<file path="config.mk">
export PLATFORM = sky130hd
export DESIGN_NAME = circular_deque_top
export DESIGN_NICKNAME = d
export VERILOG_FILES = /design/src/cdq_pkg.sv /design/src/circular_deque_top.sv /design/src/cdq_cell.sv
export SDC_FILE = /design/constraint.sdc
export NUM_CORES = 1
export LEC_CHECK = 0
export BUFFER_PORTS_ARGS = -buffer_cell sky130_fd_sc_hd__buf_4
export CELL_PAD_IN_SITES_DETAIL_PLACEMENT = 2
export CELL_PAD_IN_SITES_GLOBAL_PLACEMENT = 2
export CORE_UTILIZATION = 35
export DETAILED_ROUTE_END_ITERATION = 8
export GPL_TIMING_DRIVEN = 0
export PLACE_DENSITY_LB_ADDON = 0.1
export SLEW_MARGIN = 20
export SYNTH_ARGS = -nofsm -noshare
export SYNTH_HDL_FRONTEND = slang
export SYNTH_SLANG_ARGS = --single-unit
</file>
<file path="constraint.sdc">
create_clock -name aclk -period 14.1 [get_ports aclk]
set_input_delay 1.41 -clock aclk [delete_from_list [all_inputs] [get_ports aclk]]
set_output_delay 1.41 -clock aclk [all_outputs]
set_load 0.01 [all_outputs]
</file>
<file path="src/cdq_pkg.sv">
// ----------------------------------------------------------------------------
// cdq_pkg
// Shared constants, action and status codes and the cell command struct
// for the circular deque.
// ----------------------------------------------------------------------------
`timescale 1ns / 1ps
`default_nettype none

package cdq_pkg;

    localparam int CDQ_DEPTH      = 16;
    localparam int CDQ_DATA_WIDTH = 32;
    localparam int CDQ_ACT_W      = 3;
    localparam int CDQ_STATUS_W   = 2;

    typedef enum logic [CDQ_ACT_W-1:0] {
        ACT_PUSH_BACK  = 3'd0,
        ACT_PUSH_FRONT = 3'd1,
        ACT_POP_BACK   = 3'd2,
        ACT_POP_FRONT  = 3'd3,
        ACT_READ       = 3'd4
    } cdq_action_t;

    typedef enum logic [CDQ_STATUS_W-1:0] {
        ST_OK    = 2'd0,
        ST_FULL  = 2'd1,
        ST_EMPTY = 2'd2,
        ST_RANGE = 2'd3
    } cdq_status_t;

    // One command broadcast to every cell per cycle; at most one flag is set.
    typedef struct packed {
        logic shift_r;    // push front: every cell takes its left neighbour
        logic shift_l;    // pop front: every cell takes its right neighbour
        logic put_tail;   // the cell at the tail position takes the value
    } cdq_cell_cmd_t;

endpackage

`default_nettype wire

</file>
<file path="src/circular_deque_top.sv">
// ----------------------------------------------------------------------------
// circular_deque_top - double-ended queue on a chain of storage cells
// Result valid in the cycle after the input is taken; one action per cycle
// sustained while the sink keeps up, set by the shift/write of the cell chain.
// Reset: aresetn (sync, active low) empties the deque and the output stage.
// ----------------------------------------------------------------------------
`timescale 1ns / 1ps
`default_nettype none

module circular_deque_top #(
    parameter int DEPTH      = cdq_pkg::CDQ_DEPTH,
    parameter int DATA_WIDTH = cdq_pkg::CDQ_DATA_WIDTH,
    localparam int IDX_W     = $clog2(DEPTH),
    localparam int CNT_W     = $clog2(DEPTH + 1),
    localparam int IN_W      = ((DATA_WIDTH + IDX_W + 7) / 8) * 8,
    localparam int OUT_W     = ((DATA_WIDTH + cdq_pkg::CDQ_STATUS_W + CNT_W + 7) / 8) * 8
) (
    input  wire logic                          aclk,
    input  wire logic                          aresetn,
    // input channel
    input  wire logic                          s_axis_tvalid,
    output logic                               s_axis_tready,
    input  wire logic [IN_W-1:0]               s_axis_tdata,  // value, index
    input  wire logic [cdq_pkg::CDQ_ACT_W-1:0] s_axis_tuser,  // action
    // result channel
    output logic                               m_axis_tvalid,
    input  wire logic                          m_axis_tready,
    output logic      [OUT_W-1:0]              m_axis_tdata   // data, status, count
);
    import cdq_pkg::*;

    // ------------------------------------------------------------------
    // Input unpacking
    // ------------------------------------------------------------------
    cdq_action_t           act;
    logic [DATA_WIDTH-1:0] in_value;
    logic [IDX_W-1:0]      in_index;
    logic                  in_xfer;

    assign act      = cdq_action_t'(s_axis_tuser);
    assign in_value = s_axis_tdata[DATA_WIDTH-1:0];
    assign in_index = s_axis_tdata[DATA_WIDTH +: IDX_W];

    // Take a new transaction whenever the output stage is free or draining.
    assign s_axis_tready = !m_axis_tvalid || m_axis_tready;
    assign in_xfer       = s_axis_tvalid && s_axis_tready;

    // ------------------------------------------------------------------
    // Element count: the front element always sits in cell 0, the back
    // element in cell count-1.
    // ------------------------------------------------------------------
    logic [CNT_W-1:0] count_reg;
    logic [CNT_W-1:0] count_next;
    logic [CNT_W-1:0] count_dec;
    logic             is_full;
    logic             is_empty;
    logic             idx_past;

    assign count_dec = count_reg - CNT_W'(1);
    assign is_full   = (count_reg == CNT_W'(DEPTH));
    assign is_empty  = (count_reg == '0);
    assign idx_past  = (CNT_W'(in_index) >= count_reg);

    // ------------------------------------------------------------------
    // Action decode: chain command, read address and result status
    // ------------------------------------------------------------------
    cdq_cell_cmd_t op_cmd;
    cdq_cell_cmd_t cell_cmd;
    cdq_status_t   res_status;
    logic [IDX_W-1:0] rd_addr;
    logic             rd_en;
    logic [CNT_W-1:0] op_count;

    always_comb begin
        op_cmd     = '0;
        res_status = ST_OK;
        rd_addr    = '0;
        rd_en      = 1'b0;
        op_count   = count_reg;
        unique case (act)
            ACT_PUSH_BACK: begin
                if (is_full) begin
                    res_status = ST_FULL;
                end else begin
                    op_cmd.put_tail = 1'b1;
                    op_count        = count_reg + CNT_W'(1);
                end
            end
            ACT_PUSH_FRONT: begin
                if (is_full) begin
                    res_status = ST_FULL;
                end else begin
                    op_cmd.shift_r = 1'b1;
                    op_count       = count_reg + CNT_W'(1);
                end
            end
            ACT_POP_BACK: begin
                if (is_empty) begin
                    res_status = ST_EMPTY;
                end else begin
                    rd_addr  = count_dec[IDX_W-1:0];
                    rd_en    = 1'b1;
                    op_count = count_dec;
                end
            end
            ACT_POP_FRONT: begin
                if (is_empty) begin
                    res_status = ST_EMPTY;
                end else begin
                    op_cmd.shift_l = 1'b1;
                    rd_en          = 1'b1;
                    op_count       = count_dec;
                end
            end
            ACT_READ: begin
                if (idx_past) begin
                    res_status = ST_RANGE;
                end else begin
                    rd_addr = in_index;
                    rd_en   = 1'b1;
                end
            end
            default: begin
                // unused action codes: leave everything as it is
            end
        endcase
    end

    // Hold the chain unless a transaction is taken this cycle.
    assign cell_cmd   = in_xfer ? op_cmd : '0;
    assign count_next = in_xfer ? op_count : count_reg;

    always_ff @(posedge aclk) begin
        if (!aresetn) begin
            count_reg <= '0;
        end else begin
            count_reg <= count_next;
        end
    end

    // ------------------------------------------------------------------
    // Cell chain: cell 0 is the front; its left input is the pushed value
    // and the last cell recirculates its own contents on a front pop.
    // ------------------------------------------------------------------
    logic [DATA_WIDTH-1:0] cell_data [DEPTH];
    logic [DATA_WIDTH-1:0] cell_tap  [DEPTH];

    for (genvar g = 0; g < DEPTH; g++) begin : g_cell
        logic [DATA_WIDTH-1:0] left_in;
        logic [DATA_WIDTH-1:0] right_in;

        if (g == 0) begin : g_first
            assign left_in = in_value;
        end else begin : g_mid_l
            assign left_in = cell_data[g-1];
        end

        if (g == DEPTH - 1) begin : g_last
            assign right_in = cell_data[g];
        end else begin : g_mid_r
            assign right_in = cell_data[g+1];
        end

        cdq_cell #(
            .DATA_WIDTH (DATA_WIDTH),
            .IDX_W      (IDX_W),
            .CNT_W      (CNT_W),
            .POS        (g)
        ) u_cell (
            .aclk       (aclk),
            .cmd        (cell_cmd),
            .count      (count_reg),
            .rd_addr    (rd_addr),
            .value      (in_value),
            .left_data  (left_in),
            .right_data (right_in),
            .data       (cell_data[g]),
            .tap        (cell_tap[g])
        );
    end

    // Combine the read taps; only the addressed cell drives a non-zero word.
    logic [DATA_WIDTH-1:0] rd_data;

    always_comb begin
        rd_data = '0;
        for (int i = 0; i < DEPTH; i++) begin
            rd_data = rd_data | cell_tap[i];
        end
    end

    // ------------------------------------------------------------------
    // Output register: holds the result until the sink takes it
    // ------------------------------------------------------------------
    logic                  m_valid_reg;
    logic                  m_valid_next;
    logic [DATA_WIDTH-1:0] m_data_reg;
    logic [DATA_WIDTH-1:0] m_data_next;
    cdq_status_t           m_status_reg;
    cdq_status_t           m_status_next;
    logic [CNT_W-1:0]      m_count_reg;
    logic [CNT_W-1:0]      m_count_next;

    always_comb begin
        m_valid_next  = m_valid_reg;
        m_data_next   = m_data_reg;
        m_status_next = m_status_reg;
        m_count_next  = m_count_reg;
        if (in_xfer) begin
            m_valid_next  = 1'b1;
            m_data_next   = rd_en ? rd_data : '0;
            m_status_next = res_status;
            m_count_next  = op_count;
        end else if (m_axis_tready) begin
            m_valid_next = 1'b0;
        end
    end

    always_ff @(posedge aclk) begin
        if (!aresetn) begin
            m_valid_reg <= 1'b0;
        end else begin
            m_valid_reg <= m_valid_next;
        end
    end

    always_ff @(posedge aclk) begin
        m_data_reg   <= m_data_next;
        m_status_reg <= m_status_next;
        m_count_reg  <= m_count_next;
    end

    assign m_axis_tvalid = m_valid_reg;

    // Pack data, status and count from the lowest bit up; pad with zeros.
    always_comb begin
        m_axis_tdata                                        = '0;
        m_axis_tdata[DATA_WIDTH-1:0]                        = m_data_reg;
        m_axis_tdata[DATA_WIDTH +: CDQ_STATUS_W]            = m_status_reg;
        m_axis_tdata[DATA_WIDTH + CDQ_STATUS_W +: CNT_W]    = m_count_reg;
    end

endmodule

`default_nettype wire

</file>
<file path="src/cdq_cell.sv">
// ----------------------------------------------------------------------------
// cdq_cell
// One storage cell of the deque chain: holds one element, shifts towards
// either neighbour and drives a read tap when addressed.
// ----------------------------------------------------------------------------
`timescale 1ns / 1ps
`default_nettype none

module cdq_cell #(
    parameter int DATA_WIDTH = cdq_pkg::CDQ_DATA_WIDTH,
    parameter int IDX_W      = 4,
    parameter int CNT_W      = 5,
    parameter int POS        = 0
) (
    input  wire logic                  aclk,
    input  wire cdq_pkg::cdq_cell_cmd_t cmd,
    input  wire logic [CNT_W-1:0]      count,
    input  wire logic [IDX_W-1:0]      rd_addr,
    input  wire logic [DATA_WIDTH-1:0] value,
    input  wire logic [DATA_WIDTH-1:0] left_data,
    input  wire logic [DATA_WIDTH-1:0] right_data,
    output logic      [DATA_WIDTH-1:0] data,
    output logic      [DATA_WIDTH-1:0] tap
);
    import cdq_pkg::*;

    logic [DATA_WIDTH-1:0] data_reg;
    logic [DATA_WIDTH-1:0] data_next;
    logic                  at_tail;

    assign at_tail = (count == CNT_W'(POS));

    always_comb begin
        if (cmd.shift_r) begin
            data_next = left_data;
        end else if (cmd.shift_l) begin
            data_next = right_data;
        end else if (cmd.put_tail && at_tail) begin
            data_next = value;
        end else begin
            data_next = data_reg;
        end
    end

    always_ff @(posedge aclk) begin
        data_reg <= data_next;
    end

    assign data = data_reg;
    // zero unless addressed, so the taps can be OR-combined
    assign tap  = (rd_addr == IDX_W'(POS)) ? data_reg : '0;

endmodule

`default_nettype wire

</file>
==> flow_summary.ini, run 1 <==
[run_status]
status = completed

[floorplanning]
pin_count = 89
die_w_um = 283
initial_core_util_pct = 35.5
dieArea_sq_um = 80000
die_h_um = 283
fp-row-count = 102
core_area_sq_um = 77700

[yosys]
synth_top_cell_by_area = edfxtp_1
yosys_most_used_dff = edfxtp_1
yosys-top-cells-area = edfxtp_1 (60%), a221o_1 (16%), nand2_1 (3.2%)
ys_ff_latch = 557
yosysWarnings = 0
synth_area_per_cell_sq_um = 13.2
synth_cell_types = 69
ys_seq_area_share_pct = 60.4
netlist_area_sq_um = 27600
synth_edf_count = 551
async_reset_ff_share_pct = 0
synth_fp_nets = 2157
syn-instance-count = 2099
synth_top_cell_area_share_pct = 59.9

[worst_setup_path]
rr_worst_depth = 13
path_delay_family = buffers and inverters
cp_data_arrival_time_ns = 5.97
crit_end = g_cell[7].u_cell.data[10]
max_stage_delay_ns = 0.73
cp_num_buf_inv = 8
reg2reg_to = g_cell[7].u_cell.data[10]
cp_num_cells = 13
slowest_stage = nor2_2
crit_chain = buf_4 > nand2b_1 > nand2_1 > clkinv_4 > and3_1 > clkbuf_1 > nor2_2 > buf_2 > clkbuf_1 > buf_6 > o21ai_4 > buf_16 > buf_16
path_max_fanout = 48
cp-end-kind = flip-flop
critPathLaunch = m_axis_tready
critPathRequiredTime_ns = 14.46
setup.worst_path.class = in2reg
cp-start-kind = input port
timing.reg2reg.setup_slack_ns = 8.69
r2r-start = count_reg[1]

[clocking]
clkTransAtPathRegs_ns = 0.06
cts_root_buf = clkbuf_16
clock_sinks = 557
cts_htree_levels = 3
cts_resized = 0
clockBufferDepth = 3
cts_setup_buffers = 0
clock_latency_ns = 0.62
cts_buffers = 70
cts_tree = yes
holdBufCountCts = 0

[routing]
finalWirelength_um = 137000
vias = 23600
detail_route.wl_per_cell_um = 40.7
drtAntennaViolNets = 0
initialDrtViolationCount = 3411
drt_pass1_iterations = 8
vias_per_cell = 6.99
drc = 0

[global_routing]
grt_max_degree = 49
antenna_found_initial = 1
grt_pass1_vias = 24400
grt_pass1_wl_um = 191000
grt_usage_pct = 34.2
grt.overflow.total = 0

[timing]
clock-skew-final_ns = 0.0209
drv_slew = 0
worstMarginPinSlew_ns = 1.28
min_period_ns = 5.62
finalCritPeriodShare_pct = 39.8
slew_headroom_pct = 14.6
setup_tns_ns = 0
rsz0062_at_grt = no
setup_violations = 0
fmax_mhz = 178
hold_viol = 0

[layout]
final_util_pct = 42.2
area_growth_pct = 18.7
final_nets = 2346
largest_reg_flops = 512
multi_input_area_sq_um = 9980
final.fill_count = 7644
drive_gt1_share_pct = 16.5
seq_area_sq_um = 16700

[place]
portBuffers = 82
hpwl_um = 93200
gp_congestion = 0.897

[run]
cap_violations = 0

[min_path]
hp-class = reg2reg

[power]
ir_worst_vdd_v = 0.0000814
powerDensity_nw_per_um2 = 131
p_leak_nw = 11.1
-- cell families (layout without fill, tap and decap cells) --
kind of cell | count (synthesis) | count (layout) | share of synthesized area [%]
xor+xnor | 1 | 1 | 0.0317
simple gates | 396 | 396 | 6.65
fa+ha+maj | 11 | 11 | 0.498
mux | 96 | 96 | 3.77
flops | 557 | 557 | 60.4
other cells | 1 | 3 | 0.0136
compound gates | 769 | 769 | 24.6
buf+inv | 268 | 503 | 4.12
-- synthesized netlist by cell type, types with 3 or more instances --
| cell | instances |
|---|---|
| o21a_1 | 3 |
| o22ai_1 | 34 |
| buf_1 | 11 |
| ha_1 | 11 |
| o21ai_1 | 5 |
| o211ai_1 | 4 |
| a221o_1 | 448 |
| and3_1 | 5 |
| a21oi_1 | 73 |
| o21ai_0 | 23 |
| inv_1 | 38 |
| buf_2 | 60 |
| nor3b_1 | 3 |
| a41oi_1 | 5 |
| a31oi_1 | 29 |
| nor2_1 | 18 |
| clkbuf_1 | 148 |
| a2111oi_0 | 3 |
| nand2_1 | 238 |
| nand2b_1 | 3 |
| dfxtp_1 | 6 |
| nor2b_1 | 4 |
| nand3b_1 | 4 |
| and2_1 | 35 |
| buf_6 | 7 |
| a211oi_1 | 30 |
| mux2_2 | 64 |
| edfxtp_1 | 551 |
| nand3_1 | 68 |
| a222oi_1 | 29 |
| mux2i_1 | 32 |
| o211a_1 | 28 |
| a22oi_1 | 33 |
-- layout make-up --
class,instances,area share [%]
clock buffers,85,5.71
clock inverters,33,0.825
multi-input cells,1274,30.5
diodes,2,0.0153
well taps,1040,3.97
flip-flops and latches,557,50.9
plain buffers,227,3.06
inverters,41,0.485
repair buffers,117,4.60
-- cells in the final DEF, fill, tap and decap left out, types with 34 or more instances in the layout --
master     Yosys  routed
clkbuf_16      0      73
inv_1         38      38
mux2_2        64      64
buf_4          1      83
o22ai_1       34      34
edfxtp_1     551     551
nand2_1      238     238
a221o_1      448     448
a21oi_1       73      72
nand3_1       68      68
buf_2         60      62
and2_1        35      35
clkbuf_1     148     147
-- layer usage --
layer | routed length, um | GRT usage (%)
met1 | 55300 | 45.4
met5 | 0 | 0
met3 | 13000 | 7.05
met4 | 5690 | 14.8
met2 | 63300 | 53.9
-- report_power, final --
group / leakage (nW) / internal [mW] / switching (mW)
Combinational: 4.97 / 0.201 / 0.346
Clock: 1.05 / 1.03 / 0.749
Sequential: 5.11 / 1.91 / 0.0514
-- worst min-delay path by stage --
stage	slack, ns	end	cells after the start	startpoint
final	0.59	g_cell[14].u_cell.data[17]	1	g_cell[15].u_cell.data[17]
after global routing	0.60	g_cell[1].u_cell.data[10]	1	g_cell[0].u_cell.data[10]
after CTS	0.58	g_cell[14].u_cell.data[19]	1	g_cell[15].u_cell.data[19]
after detailed placement	0.58	g_cell[14].u_cell.data[0]	1	g_cell[15].u_cell.data[0]
after global placement	0.52	m_axis_tvalid	2	m_axis_tvalid
after floorplan	0.55	g_cell[14].u_cell.data[18]	1	g_cell[15].u_cell.data[18]
-- through the flow --
stage          std cells  power (mW)  cell area, sq um  hold WS (ns)  setup WS [ns]
2_1_floorplan       2099        2.27             27600         0.550           8.57
3_3_place_gp        3221        2.49             29500         0.525           3.11
3_5_place_dp        3254        2.53             30600         0.579           7.46
4_1_cts             3372        4.29             32700         0.581           8.07
5_1_grt             3374        4.39             32800         0.605           8.39
6_report            3376        4.29             32800         0.589           8.48
Note: power is estimated with default switching activity, not from simulation.
==> run 2, diff against run 1 <==
==> constraint.sdc (replaced) <==
create_clock -name aclk -period 4.8 [get_ports aclk]
set_input_delay 0.48 -clock aclk [delete_from_list [all_inputs] [get_ports aclk]]
set_output_delay 0.48 -clock aclk [all_outputs]
set_load 0.01 [all_outputs]
==> flow_summary.ini, run 2 (same netlist as run 1, synthesis figures left out) <==
[timing]
hold_viol = 0
final.setup.worst_slack_ns = 0.176
rsz0062_at_grt = no
worstMarginPinSlew_ns = 1.31
slew_headroom_pct = 13.0
setup_violations = 0
drv_slew = 0
clock-skew-final_ns = 0.0180
setup_tns_ns = 0
min_period_ns = 4.62
finalCritPeriodShare_pct = 96.3
fmax_mhz = 216

[clocking]
cts_htree_levels = 3
holdBufCountCts = 0
cts_tree = yes
cts_root_buf = clkbuf_16
clockBufferDepth = 3
clock_latency_ns = 0.62
clkTransAtPathRegs_ns = 0.06
cts_buffers = 70
clock_sinks = 557

[place]
pre_cts_ws_ns = -0.938
hpwl_um = 93200
portBuffers = 82
placed_cell_area_sq_um = 30600
gp_congestion = 0.897

[power]
fin_total_pwr_mw = 12.6
p_leak_nw = 11.1
ir_worst_vdd_v = 0.000240
powerDensity_nw_per_um2 = 384

[routing]
vias_per_cell = 7.03
drt_pass1_iterations = 8
drc = 0
vias = 23700
finalWirelength_um = 137000
initialDrtViolationCount = 3525
drtAntennaViolNets = 0
detail_route.wl_per_cell_um = 40.7

[layout]
final.fill_count = 7639
final_util_pct = 42.2
final_area_sq_um = 32800
seq_area_sq_um = 16700
drive_gt1_share_pct = 16.8
multi_input_area_sq_um = 10000
final_nets = 2346
final_cell_mix = edfxtp_1 (551), a221o_1 (448), nand2_1 (238), clkbuf_1 (142), buf_4 (86)
final_common_cell = edfxtp_1
area_growth_pct = 18.7
largest_reg_flops = 512

[worst_setup_path]
path_max_fanout = 13
cp-end-kind = flip-flop
r2r-start = count_reg[1]
cp-start-kind = flip-flop
reg2reg_to = g_cell[8].u_cell.data[10]
critPathRequiredTime_ns = 5.16
cp_data_arrival_time_ns = 4.98
rr_worst_depth = 12
critPathLaunch = count_reg[1]
timing.reg2reg.setup_slack_ns = 0.18
setup.worst_path.class = reg2reg

[floorplanning]
fp-row-count = 102
dieArea_sq_um = 80000
pin_count = 89
die_h_um = 283
core_area_sq_um = 77700
die_w_um = 283
initial_core_util_pct = 35.5

[min_path]
min_from = aresetn
hold_end = count_reg[3]
hp-class = in2reg
hold_path_depth = 2

[run_status]
status = completed

[global_routing]
grt_pass1_vias = 24400
grt_usage_pct = 34.2
grt.overflow.total = 0
grt_pass1_wl_um = 191000
grt_max_degree = 49
antenna_found_initial = 0

[run]
cap_violations = 0
run 2: cell count changes in the layout (fill, tap and decap cells not counted), sizes merged:
cell	before	now
diode	2	1
run 2: layout make-up:
type                       instances  share of cell area [%]
antenna                            1                 0.00763
sequential                       557                    50.8
clock buffer                      85                    5.71
inverter                          41                   0.485
tap                             1040                    3.97
buffer                           227                    3.09
timing repair buffer             117                    4.58
multi-input combinational       1274                    30.5
clock inverter                    33                   0.824
run 2: report_power, final:
group	total (mW)	leakage, nW	switching [mW]	internal [mW]
registers	5.77	5.11	0.151	5.62
logic	1.61	4.99	1.02	0.596
clock network	5.21	1.05	2.20	3.02
total	12.6	11.1	3.36	9.23
run 2: worst max path at each step:
stage,end,cells after the start
CTS,m_data_reg[27],14
floorplan,g_cell[11].u_cell.data[0],9
finish,g_cell[8].u_cell.data[10],12
global route,g_cell[8].u_cell.data[9],12
detailed placement,g_cell[8].u_cell.data[12],12
global placement,g_cell[13].u_cell.data[12],10
run 2: critical path, cell delays in order (launching register included):
cell	delay, ns
dfxtp_1	0.37
inv_1	0.27
ha_1	0.31
nor4b_4	0.46
nor2_1	0.22
and3_1	0.34
clkbuf_1	0.20
nor2_4	0.43
buf_4	0.41
clkbuf_2	0.52
o21ai_4	0.34
buf_16	0.26
buf_16	0.17
run 2: repair_timing:
| item | 4_1_cts | 5_1_grt |
|---|---|---|
| hold endpoints to repair | 0 | 0 |
| resized for setup | 4 | 8 |
| gates cloned | 0 | 0 |
| setup buffers | 0 | 2 |
| endpoints found under the setup margin | 350 | 36 |
run 2: metal layers:
metal	GRT usage [%]	wire length (um)
met1	45.6	56000
met2	53.9	63200
met3	6.87	12300
met4	14.9	5880
met5	0	0
run 2: through the flow:
step	hold WS, ns	std cells
after floorplan	0.550	2099
after global placement	0.525	3221
after detailed placement	0.579	3254
after CTS	0.122	3372
after global routing	0.163	3374
final	0.133	3375
